==> src/rtl/tftprc_pkg.sv <==
// Shared types and codes for the TFTP read client step block.
package tftprc_pkg;

    localparam int QUEUE_DEPTH = 4;
    localparam int QUEUE_AW    = 2;

    typedef enum logic [1:0] {
        PH_IDLE     = 2'd0,
        PH_REQUEST  = 2'd1,
        PH_OPTACKED = 2'd2,
        PH_TRANSFER = 2'd3
    } phase_t;

    typedef enum logic [2:0] {
        ACT_NONE = 3'd0,
        ACT_RRQ  = 3'd1,
        ACT_ACK  = 3'd2,
        ACT_ERR  = 3'd3,
        ACT_DATA = 3'd4,
        ACT_FAIL = 3'd5
    } action_t;

    localparam logic [1:0]  REQ_START    = 2'd0;
    localparam logic [1:0]  REQ_PACKET   = 2'd1;
    localparam logic [1:0]  REQ_TIMEOUT  = 2'd2;
    localparam logic [1:0]  REQ_RESERVED = 2'd3;

    localparam logic [15:0] OP_DATA  = 16'd3;
    localparam logic [15:0] OP_ERROR = 16'd5;
    localparam logic [15:0] OP_OACK  = 16'd6;

    localparam logic ERRC_GENERIC  = 1'b0;
    localparam logic ERRC_SEQUENCE = 1'b1;

    localparam logic [1:0] CFG_MAX_TRIES     = 2'd0;
    localparam logic [1:0] CFG_REQUESTED_BSZ = 2'd1;
    localparam logic [1:0] CFG_DEFAULT_BSZ   = 2'd2;

    localparam logic [3:0]  MAX_TRIES_RESET = 4'd10;
    localparam logic [11:0] REQ_BSZ_RESET   = 12'd1400;
    localparam logic [11:0] DEF_BSZ_RESET   = 12'd512;

    typedef struct packed {
        action_t     action;
        logic [15:0] ack_block;
        logic        error_code;
        logic [11:0] data_length;
        logic [11:0] block_size;
        logic        last;
    } result_t;

    // One queue entry: the results caused by one input item.
    typedef struct packed {
        logic    two;
        result_t r0;
        result_t r1;
    } entry_t;

endpackage

==> src/rtl/tftprc_front.sv <==
// Front end: takes items, classifies them against the transfer state, builds results.
module tftprc_front #(
    parameter int MAX_SEG = 2048
) (
    input  logic                 clk,
    input  logic                 rst_n,
    input  logic                 accept,
    input  logic [1:0]           req_type,
    input  logic [15:0]          opcode,
    input  logic [15:0]          block_number,
    input  logic [11:0]          payload_length,
    input  logic [15:0]          offered_block_size,
    input  logic                 cfg_write,
    input  logic [1:0]           cfg_index,
    input  logic [11:0]          cfg_data,
    output tftprc_pkg::entry_t   entry
);
    import tftprc_pkg::*;

    localparam int SEG_NEED = $clog2(MAX_SEG + 1);
    localparam int SEG_W    = (SEG_NEED > 12) ? SEG_NEED : 12;

    typedef enum logic [3:0] {
        EV_START,
        EV_NONE,
        EV_RETRY,
        EV_GIVEUP,
        EV_FAIL,
        EV_OACK,
        EV_ERR_GEN,
        EV_ERR_SEQ,
        EV_DATA_FIRST,
        EV_DATA_NEXT
    } event_t;

    logic [3:0]       max_tries_reg;
    logic [11:0]      req_bsz_reg;
    logic [11:0]      def_bsz_reg;

    phase_t           phase_reg, phase_next;
    logic [15:0]      expected_reg, expected_next;
    logic [3:0]       try_reg, try_next;
    logic [SEG_W-1:0] seg_reg, seg_next;

    event_t           ev;
    logic             exhausted;
    logic             size_ok;
    logic [15:0]      blk_next;
    logic [SEG_W-1:0] cap;
    logic [SEG_W-1:0] plen_ext;
    logic [SEG_W-1:0] dlen;
    logic             short_blk;
    result_t          base;

    assign exhausted = (try_reg >= max_tries_reg);
    assign size_ok   = (offered_block_size != 16'd0) &&
                       (offered_block_size <= 16'(MAX_SEG));
    assign blk_next  = expected_reg + 16'd1;
    assign cap       = (ev == EV_DATA_FIRST) ? SEG_W'(MAX_SEG) : seg_reg;
    assign plen_ext  = SEG_W'(payload_length);
    assign dlen      = (plen_ext > cap) ? cap : plen_ext;
    assign short_blk = (dlen < seg_reg);

    // Classification
    always_comb
    begin
        if (req_type == REQ_START)
            ev = EV_START;
        else if (phase_reg == PH_IDLE || req_type == REQ_RESERVED)
            ev = EV_NONE;
        else if (req_type == REQ_TIMEOUT)
            ev = exhausted ? EV_GIVEUP : EV_RETRY;
        else if (phase_reg != PH_TRANSFER)
        begin
            if (opcode == OP_ERROR)
                ev = EV_FAIL;
            else if (opcode == OP_OACK)
                ev = size_ok ? EV_OACK : EV_ERR_GEN;
            else if (opcode == OP_DATA)
                ev = (block_number == 16'd1) ? EV_DATA_FIRST : EV_ERR_SEQ;
            else
                ev = EV_ERR_GEN;
        end
        else if (opcode != OP_DATA)
            ev = EV_ERR_GEN;
        else if (block_number == blk_next)
            ev = EV_DATA_NEXT;
        else
            ev = exhausted ? EV_GIVEUP : EV_RETRY;
    end

    // Next phase
    always_comb
    begin
        phase_next = phase_reg;
        unique case (ev)
            EV_START:                           phase_next = PH_REQUEST;
            EV_GIVEUP, EV_FAIL,
            EV_ERR_GEN, EV_ERR_SEQ:             phase_next = PH_IDLE;
            EV_OACK:                            phase_next = PH_OPTACKED;
            EV_DATA_FIRST, EV_DATA_NEXT:
                phase_next = short_blk ? PH_IDLE : PH_TRANSFER;
            default:                            phase_next = phase_reg;
        endcase
    end

    // Counters and negotiated size
    always_comb
    begin
        expected_next = expected_reg;
        try_next      = try_reg;
        seg_next      = seg_reg;
        unique case (ev)
            EV_START:
            begin
                expected_next = 16'd0;
                try_next      = 4'd1;
                seg_next      = SEG_W'(def_bsz_reg);
            end
            EV_RETRY:
                try_next = (try_reg != 4'd15) ? try_reg + 4'd1 : try_reg;
            EV_OACK:
            begin
                try_next = 4'd1;
                seg_next = offered_block_size[SEG_W-1:0];
            end
            EV_DATA_FIRST:
            begin
                expected_next = 16'd1;
                try_next      = 4'd1;
            end
            EV_DATA_NEXT:
            begin
                expected_next = blk_next;
                try_next      = 4'd1;
            end
            default: ;
        endcase
    end

    // Result builder
    always_comb
    begin
        base             = '0;
        base.action      = ACT_NONE;
        base.block_size  = seg_reg[11:0];
        base.last        = 1'b1;
        entry            = '0;
        entry.r0         = base;
        entry.r1         = base;
        entry.r1.action  = ACT_FAIL;
        unique case (ev)
            EV_START:
            begin
                entry.r0.action     = ACT_RRQ;
                entry.r0.block_size = req_bsz_reg;
            end
            EV_NONE: ;
            EV_GIVEUP, EV_FAIL:
                entry.r0.action = ACT_FAIL;
            EV_RETRY:
            begin
                if (phase_reg == PH_REQUEST)
                begin
                    entry.r0.action     = ACT_RRQ;
                    entry.r0.block_size = req_bsz_reg;
                end
                else
                begin
                    entry.r0.action    = ACT_ACK;
                    entry.r0.ack_block = (phase_reg == PH_TRANSFER) ? expected_reg : 16'd0;
                end
            end
            EV_OACK:
            begin
                entry.r0.action     = ACT_ACK;
                entry.r0.block_size = offered_block_size[11:0];
            end
            EV_ERR_GEN, EV_ERR_SEQ:
            begin
                entry.two           = 1'b1;
                entry.r0.action     = ACT_ERR;
                entry.r0.error_code = (ev == EV_ERR_SEQ) ? ERRC_SEQUENCE : ERRC_GENERIC;
                entry.r0.last       = 1'b0;
            end
            EV_DATA_FIRST, EV_DATA_NEXT:
            begin
                entry.two            = 1'b1;
                entry.r0.action      = ACT_DATA;
                entry.r0.data_length = dlen[11:0];
                entry.r0.last        = short_blk;
                entry.r1.action      = ACT_ACK;
                entry.r1.ack_block   = (ev == EV_DATA_FIRST) ? 16'd1 : blk_next;
            end
            default: ;
        endcase
    end

    always_ff @(posedge clk or negedge rst_n)
    begin
        if (!rst_n)
        begin
            max_tries_reg <= MAX_TRIES_RESET;
            req_bsz_reg   <= REQ_BSZ_RESET;
            def_bsz_reg   <= DEF_BSZ_RESET;
        end
        else if (cfg_write)
        begin
            case (cfg_index)
                CFG_MAX_TRIES:     max_tries_reg <= cfg_data[3:0];
                CFG_REQUESTED_BSZ: req_bsz_reg   <= cfg_data;
                CFG_DEFAULT_BSZ:   def_bsz_reg   <= cfg_data;
                default: ;
            endcase
        end
    end

    always_ff @(posedge clk or negedge rst_n)
    begin
        if (!rst_n)
        begin
            phase_reg    <= PH_IDLE;
            expected_reg <= 16'd0;
            try_reg      <= 4'd0;
            seg_reg      <= SEG_W'(DEF_BSZ_RESET);
        end
        else if (accept)
        begin
            phase_reg    <= phase_next;
            expected_reg <= expected_next;
            try_reg      <= try_next;
            seg_reg      <= seg_next;
        end
    end

    a_start_arms: assert property (@(posedge clk) disable iff (!rst_n)
        accept && req_type == REQ_START |=> phase_reg == PH_REQUEST && try_reg == 4'd1)
        else $error("start item did not arm the request phase");

    a_data_resets_tries: assert property (@(posedge clk) disable iff (!rst_n)
        accept && (ev == EV_DATA_FIRST || ev == EV_DATA_NEXT) |=> try_reg == 4'd1)
        else $error("delivered block did not reset try count");

endmodule

==> src/rtl/tftprc_queue.sv <==
// Short result queue between the front end and the output stage.
module tftprc_queue (
    input  logic                clk,
    input  logic                rst_n,
    input  logic                push,
    input  tftprc_pkg::entry_t  wr_entry,
    input  logic                pop,
    output tftprc_pkg::entry_t  rd_entry,
    output logic                full,
    output logic                empty
);
    import tftprc_pkg::*;

    entry_t              mem [QUEUE_DEPTH];
    logic [QUEUE_AW-1:0] wr_ptr_reg;
    logic [QUEUE_AW-1:0] rd_ptr_reg;
    logic [QUEUE_AW:0]   count_reg;

    assign full     = (count_reg == (QUEUE_AW + 1)'(QUEUE_DEPTH));
    assign empty    = (count_reg == '0);
    assign rd_entry = mem[rd_ptr_reg];

    always_ff @(posedge clk)
    begin
        if (push)
            mem[wr_ptr_reg] <= wr_entry;
    end

    always_ff @(posedge clk or negedge rst_n)
    begin
        if (!rst_n)
        begin
            wr_ptr_reg <= '0;
            rd_ptr_reg <= '0;
            count_reg  <= '0;
        end
        else
        begin
            if (push)
                wr_ptr_reg <= wr_ptr_reg + 1'b1;
            if (pop)
                rd_ptr_reg <= rd_ptr_reg + 1'b1;
            if (push && !pop)
                count_reg <= count_reg + 1'b1;
            else if (pop && !push)
                count_reg <= count_reg - 1'b1;
        end
    end

    a_no_overflow: assert property (@(posedge clk) disable iff (!rst_n) !(push && full))
        else $error("push into full queue");

    a_no_underflow: assert property (@(posedge clk) disable iff (!rst_n) !(pop && empty))
        else $error("pop from empty queue");

endmodule

==> src/rtl/tftprc_back.sv <==
// Output stage: holds one queue entry and sends its one or two results as beats.
module tftprc_back (
    input  logic                clk,
    input  logic                rst_n,
    input  tftprc_pkg::entry_t  head,
    input  logic                empty,
    output logic                pop,
    output logic                m_tvalid,
    input  logic                m_tready,
    output logic [47:0]         m_tdata,
    output logic [2:0]          m_tuser,
    output logic                m_tlast
);
    import tftprc_pkg::*;

    entry_t  entry_reg;
    logic    valid_reg;
    logic    sel_reg;
    logic    out_free;
    logic    second;
    result_t cur;

    assign out_free = !valid_reg || m_tready;
    assign second   = valid_reg && m_tready && !sel_reg && entry_reg.two;
    assign pop      = out_free && !empty && !second;

    assign cur      = sel_reg ? entry_reg.r1 : entry_reg.r0;
    assign m_tvalid = valid_reg;
    assign m_tuser  = cur.action;
    assign m_tlast  = cur.last;
    assign m_tdata  = {7'd0, cur.block_size, cur.data_length, cur.error_code, cur.ack_block};

    always_ff @(posedge clk)
    begin
        if (pop)
            entry_reg <= head;
    end

    always_ff @(posedge clk or negedge rst_n)
    begin
        if (!rst_n)
        begin
            valid_reg <= 1'b0;
            sel_reg   <= 1'b0;
        end
        else if (second)
            sel_reg <= 1'b1;
        else if (out_free)
        begin
            valid_reg <= !empty;
            sel_reg   <= 1'b0;
        end
    end

    a_second_only_pairs: assert property (@(posedge clk) disable iff (!rst_n)
        valid_reg && sel_reg |-> entry_reg.two)
        else $error("second beat shown for a single-result entry");

endmodule

==> src/rtl/tftp_read_client_step_top.sv <==
// Top level of the TFTP read client step block.
//
//  channel   direction  handshake             payload
//  s_*       in         s_tvalid / s_tready   tuser req_type, tdata packet header fields
//  m_*       out        m_tvalid / m_tready   tuser action, tdata result fields, tlast last
//  cfg_*     in         cfg_valid / cfg_ready cfg_index, cfg_data
//
// One item per cycle enters while the queue is not full; the front end updates state in the cycle it accepts.
// An item that causes two results takes two output beats; the first result is
// offered at the earliest after the queue write and then the output register.
// Reset clears state, empties the queue and loads register defaults; no sweep.
// Input stalls only when the four-entry queue is full; cfg_ready is always high.
module tftp_read_client_step_top #(
    parameter int MAX_SEG = 2048
) (
    input  logic        clk,
    input  logic        rst_n,
    input  logic        s_tvalid,
    output logic        s_tready,
    input  logic [63:0] s_tdata,   // opcode, block_number, payload_length, offered_block_size
    input  logic [1:0]  s_tuser,   // req_type
    output logic        m_tvalid,
    input  logic        m_tready,
    output logic [47:0] m_tdata,   // ack_block, error_code, data_length, block_size
    output logic [2:0]  m_tuser,   // action
    output logic        m_tlast,
    input  logic        cfg_valid,
    output logic        cfg_ready,
    input  logic [1:0]  cfg_index,
    input  logic [11:0] cfg_data
);
    import tftprc_pkg::*;

    entry_t new_entry;
    entry_t head_entry;
    logic   q_full;
    logic   q_empty;
    logic   q_pop;
    logic   accept;

    assign s_tready  = !q_full;
    assign cfg_ready = 1'b1;
    assign accept    = s_tvalid && s_tready;

    tftprc_front #(
        .MAX_SEG(MAX_SEG)
    ) u_front (
        .clk                (clk),
        .rst_n              (rst_n),
        .accept             (accept),
        .req_type           (s_tuser),
        .opcode             (s_tdata[15:0]),
        .block_number       (s_tdata[31:16]),
        .payload_length     (s_tdata[43:32]),
        .offered_block_size (s_tdata[59:44]),
        .cfg_write          (cfg_valid),
        .cfg_index          (cfg_index),
        .cfg_data           (cfg_data),
        .entry              (new_entry)
    );

    tftprc_queue u_queue (
        .clk      (clk),
        .rst_n    (rst_n),
        .push     (accept),
        .wr_entry (new_entry),
        .pop      (q_pop),
        .rd_entry (head_entry),
        .full     (q_full),
        .empty    (q_empty)
    );

    tftprc_back u_back (
        .clk      (clk),
        .rst_n    (rst_n),
        .head     (head_entry),
        .empty    (q_empty),
        .pop      (q_pop),
        .m_tvalid (m_tvalid),
        .m_tready (m_tready),
        .m_tdata  (m_tdata),
        .m_tuser  (m_tuser),
        .m_tlast  (m_tlast)
    );

endmodule
==> config.mk <==
export PLATFORM = sky130hd
export DESIGN_NAME = tftp_read_client_step_top
export DESIGN_NICKNAME = d
export VERILOG_FILES = /design/src/rtl/tftprc_pkg.sv /design/src/rtl/tftprc_front.sv /design/src/rtl/tftprc_queue.sv /design/src/rtl/tftprc_back.sv /design/src/rtl/tftp_read_client_step_top.sv
export SDC_FILE = /design/constraint.sdc
export NUM_CORES = 1
export LEC_CHECK = 0
export ABC_CLOCK_PERIOD_IN_PS = 5070
export BUFFER_PORTS_ARGS = -buffer_cell sky130_fd_sc_hd__buf_4
export CORE_MARGIN = 1
export CORE_UTILIZATION = 60
export DETAILED_ROUTE_END_ITERATION = 8
export PLACE_DENSITY_LB_ADDON = 0.3
export SLEW_MARGIN = 15
export SYNTH_ARGS = -nofsm -noshare
export SYNTH_HDL_FRONTEND = slang
export SYNTH_SLANG_ARGS = --single-unit
==> constraint.sdc <==
create_clock -name clk -period 5.07 [get_ports clk]
set_clock_uncertainty 0.05 [all_clocks]
set_input_delay 0.2535 -clock clk [delete_from_list [all_inputs] [get_ports clk]]
set_output_delay 0.2535 -clock clk [all_outputs]
set_load 0.01 [all_outputs]
==> results.sh <==
export IMPL_tns_ps=0
export IMPL_yosys_register_bits=451
export IMPL_synth_cell_types=82
export IMPL_worstHoldPathType="primary input to register"
export IMPL_wl_per_cell_um=23.1
export IMPL_placed_area_um2=20900
export IMPL_antenna_left=0
export IMPL_die_w_um=182
export IMPL_yosysMostFrequentCell="edfxtp_1"
export IMPL_synth_seq_area_share=0.680
export IMPL_cp_required_ps=5430
export IMPL_power_mw=12.5
export IMPL_clk_pin_slew_worst_paths_ps=60
export IMPL_cts_tree="yes"
export IMPL_clk_latency_ps=540
export IMPL_area_growth_synth_to_final_pct=15.8
export IMPL_synthTopCellsByArea="edfxtp_1, mux4_2, dfrtp_1"
export IMPL_cap_viol_max_count=0
export IMPL_drc=0
export IMPL_worstPathMaxFanout=17
export IMPL_whs_ps=20.5
export IMPL_tightest_slew_ps=1120
export IMPL_worstPathArrival_ps=5070
export IMPL_hpwl_um=25100
export IMPL_nNetsFinal=1456
export IMPL_p_leak_nw=8.17
export IMPL_dr_pass1_iters=7
export IMPL_fillCellCount=2007
export IMPL_final_util=0.709
export IMPL_hold_viol_final=0
export IMPL_die_h_um=182
export IMPL_avgSynthCellArea_um2=16.7
export IMPL_setup_worst_path_class="primary input to register"
export IMPL_clock_fmax_mhz=212
export IMPL_cts_path_max_buffers=3
export IMPL_synth_common_cells="edfxtp_1, mux4_2, dfrtp_1, mux2_2"
export IMPL_grt_pass1_vias=11300
export IMPL_io_pins=140
export IMPL_vias=11000
export IMPL_initialDrtViolationCount=1104
export IMPL_initial_core_util=0.612
export IMPL_ys_warn_count=0
export IMPL_overflow=0
export IMPL_core_area_um2=31700
export IMPL_h_tree_depth=2
export IMPL_grt_pass1_wl_um=63700
export IMPL_p_per_area_nw_per_um2=555
export IMPL_antenna_found_initial=1
export IMPL_design_area_um2=22500
export IMPL_cts_buffers=44
export IMPL_gp_congestion=0.921
export IMPL_post_route_period_util=0.930
export IMPL_synth_area_um2=19400
export IMPL_largest_register_ffs=304
export IMPL_drive_above_1_share=0.308
export IMPL_rsz0062_at_grt="false"
export IMPL_crit_path_start_kind="primary input"
export IMPL_status="complete, no violations"
export IMPL_cts_root_buf="clkbuf_16"
export IMPL_portBuffers=127
export IMPL_async_reset_ff_frac=0.157
export IMPL_min_period_ps=4710
export IMPL_setup_viol=0
export IMPL_via_per_inst=6.22
export IMPL_grt_max_degree=72
export IMPL_synth_edf_count=380
export IMPL_slew_violations=0
export IMPL_crit_path_end_kind="register"
export IMPL_syn_inst=1166
export IMPL_slew_limit_headroom=0.249
export IMPL_dieArea_um2=33100
export IMPL_ir_drop_v=0.000401
export IMPL_drt_wl_total_um=40900
export IMPL_ys_flop_type="edfxtp_1"
export IMPL_cts_sinks=451
export IMPL_groute_usage_overall=0.255
export IMPL_synth_top_area_cell="edfxtp_1"
export IMPL_fp_row_count=65
export IMPL_yosys_area_top_type_share=0.587
==> report_power, final <==
group          switching [mW]  internal [mW]
sequential              0.403           5.34
clock                    1.33           1.78
combinational            1.96           1.67
total                    3.70           8.79
==> per-stage QoR <==
step | setup slack [ps] | std cells
5_1_grt | 33.1 | 1772
4_1_cts | 58.1 | 1772
3_5_place_dp | -369 | 1676
3_3_place_gp | -133 | 1676
6_report | 355 | 1773
2_1_floorplan | 454 | 1172
==> cells by family (layout without fill, tap and decap cells) <==
| family | after synthesis | in the layout | share of synthesized area |
|---|---|---|---|
| compound gates | 142 | 142 | 0.0527 |
| simple gates | 258 | 258 | 0.0747 |
| flops | 451 | 451 | 0.680 |
| other cells | 2 | 9 | 0.000387 |
| buf+inv | 93 | 291 | 0.0214 |
| xor+xnor | 35 | 35 | 0.0173 |
| fa+ha+maj | 35 | 35 | 0.0229 |
| mux | 150 | 150 | 0.131 |
==> routing by layer <==
metal | up-vias | global-route usage | routed length [um] | part of all wire
met5 | - | 0 | 0 | 0
met4 | 0 | 0.0776 | 952 | 0.023
met3 | 73 | 0.0481 | 3470 | 0.085
met2 | 520 | 0.410 | 19700 | 0.48
met1 | 5535 | 0.360 | 16800 | 0.41
li1 | 4905 | - | - | -
==> cell type report <==
class / instances / area, um^2 / area share
antenna: 1 / 2.50 / 0.000111
clock buffer: 57 / 1200 / 0.0534
clock inverter: 23 / 175 / 0.00779
timing repair buffer: 180 / 1400 / 0.0624
inverter: 31 / 116 / 0.00517
sequential: 451 / 13200 / 0.587
multi-input combinational: 628 / 5890 / 0.262
tap: 402 / 503 / 0.0224
==> layout by cell type, fill, tap and decap left out, types with 4 or more instances in the layout <==
cell and instances:
and3_4 4, a21o_1 6, conb_1 8, o22ai_1 13, clkinv_2 8, nor3_2 4, nand2b_1 10, or2_2 5
a221o_1 13, and2_1 29, nor2b_1 16, nor2_1 56, o21ai_0 31, nand2_1 55, nand3_1 9, a22o_1 13
dfrtp_1 58, edfxtp_1 380, nor3_1 8, clkinv_1 7, nand4_1 16, a21oi_1 26, nand3b_1 5, ha_1 34
mux2_2 61, xnor2_1 21, clkbuf_1 9, dlygate4sd3_1 16, mux2_1 10, and4_1 5, clkbuf_16 45, xor2_1 12
dfstp_2 10, nor4_1 9, inv_1 30, buf_4 163, mux4_2 76
==> what timing repair did <==
item,CTS,global route
setup endpoints to repair,0,6
resized for setup,0,7
buffers inserted,0,0
hold buffers,16,0
hold endpoints to repair,92,0
==> path summary, 6_finish.rpt <==
| kind | from | to | slack, ps | cells after the start |
|---|---|---|---|---|
| max in group asynchronous | rst_n | u_queue.rd_ptr_reg[0] | 3900 | 2 |
| setup reg to reg | u_front.phase_reg[1] | u_front.phase_reg[1] | 360 | 23 |
| min in group asynchronous | rst_n | u_front.req_bsz_reg[7] | 340 | 2 |
| hold / removal | cfg_index[1] | u_front.max_tries_reg[3] | 20 | 4 |
| hold reg to reg | u_front.def_bsz_reg[11] | u_front.def_bsz_reg[11] | 460 | 1 |
| setup / recovery | s_tdata[26] | u_front.phase_reg[1] | 360 | 25 |
==> worst max-delay path, stage by stage <==
cell and delay, ps:
buf_4 120, nor4_1 350, nand4_1 320, nor3_2 390
nand2b_4 140, nand2_2 120, ha_1 250, a21o_1 160
a21oi_1 140, nor2_1 60, a211oi_1 210, o221ai_1 170
nand2_1 100, buf_4 190, nand2_1 70, o21ai_0 120
ha_1 310, a21o_1 190, a21o_1 190, a21oi_1 200
o2111ai_1 150, a311oi_2 320, buf_4 190, o21ai_0 70
mux2_1 300
Note: power is estimated with default switching activity, not from simulation.
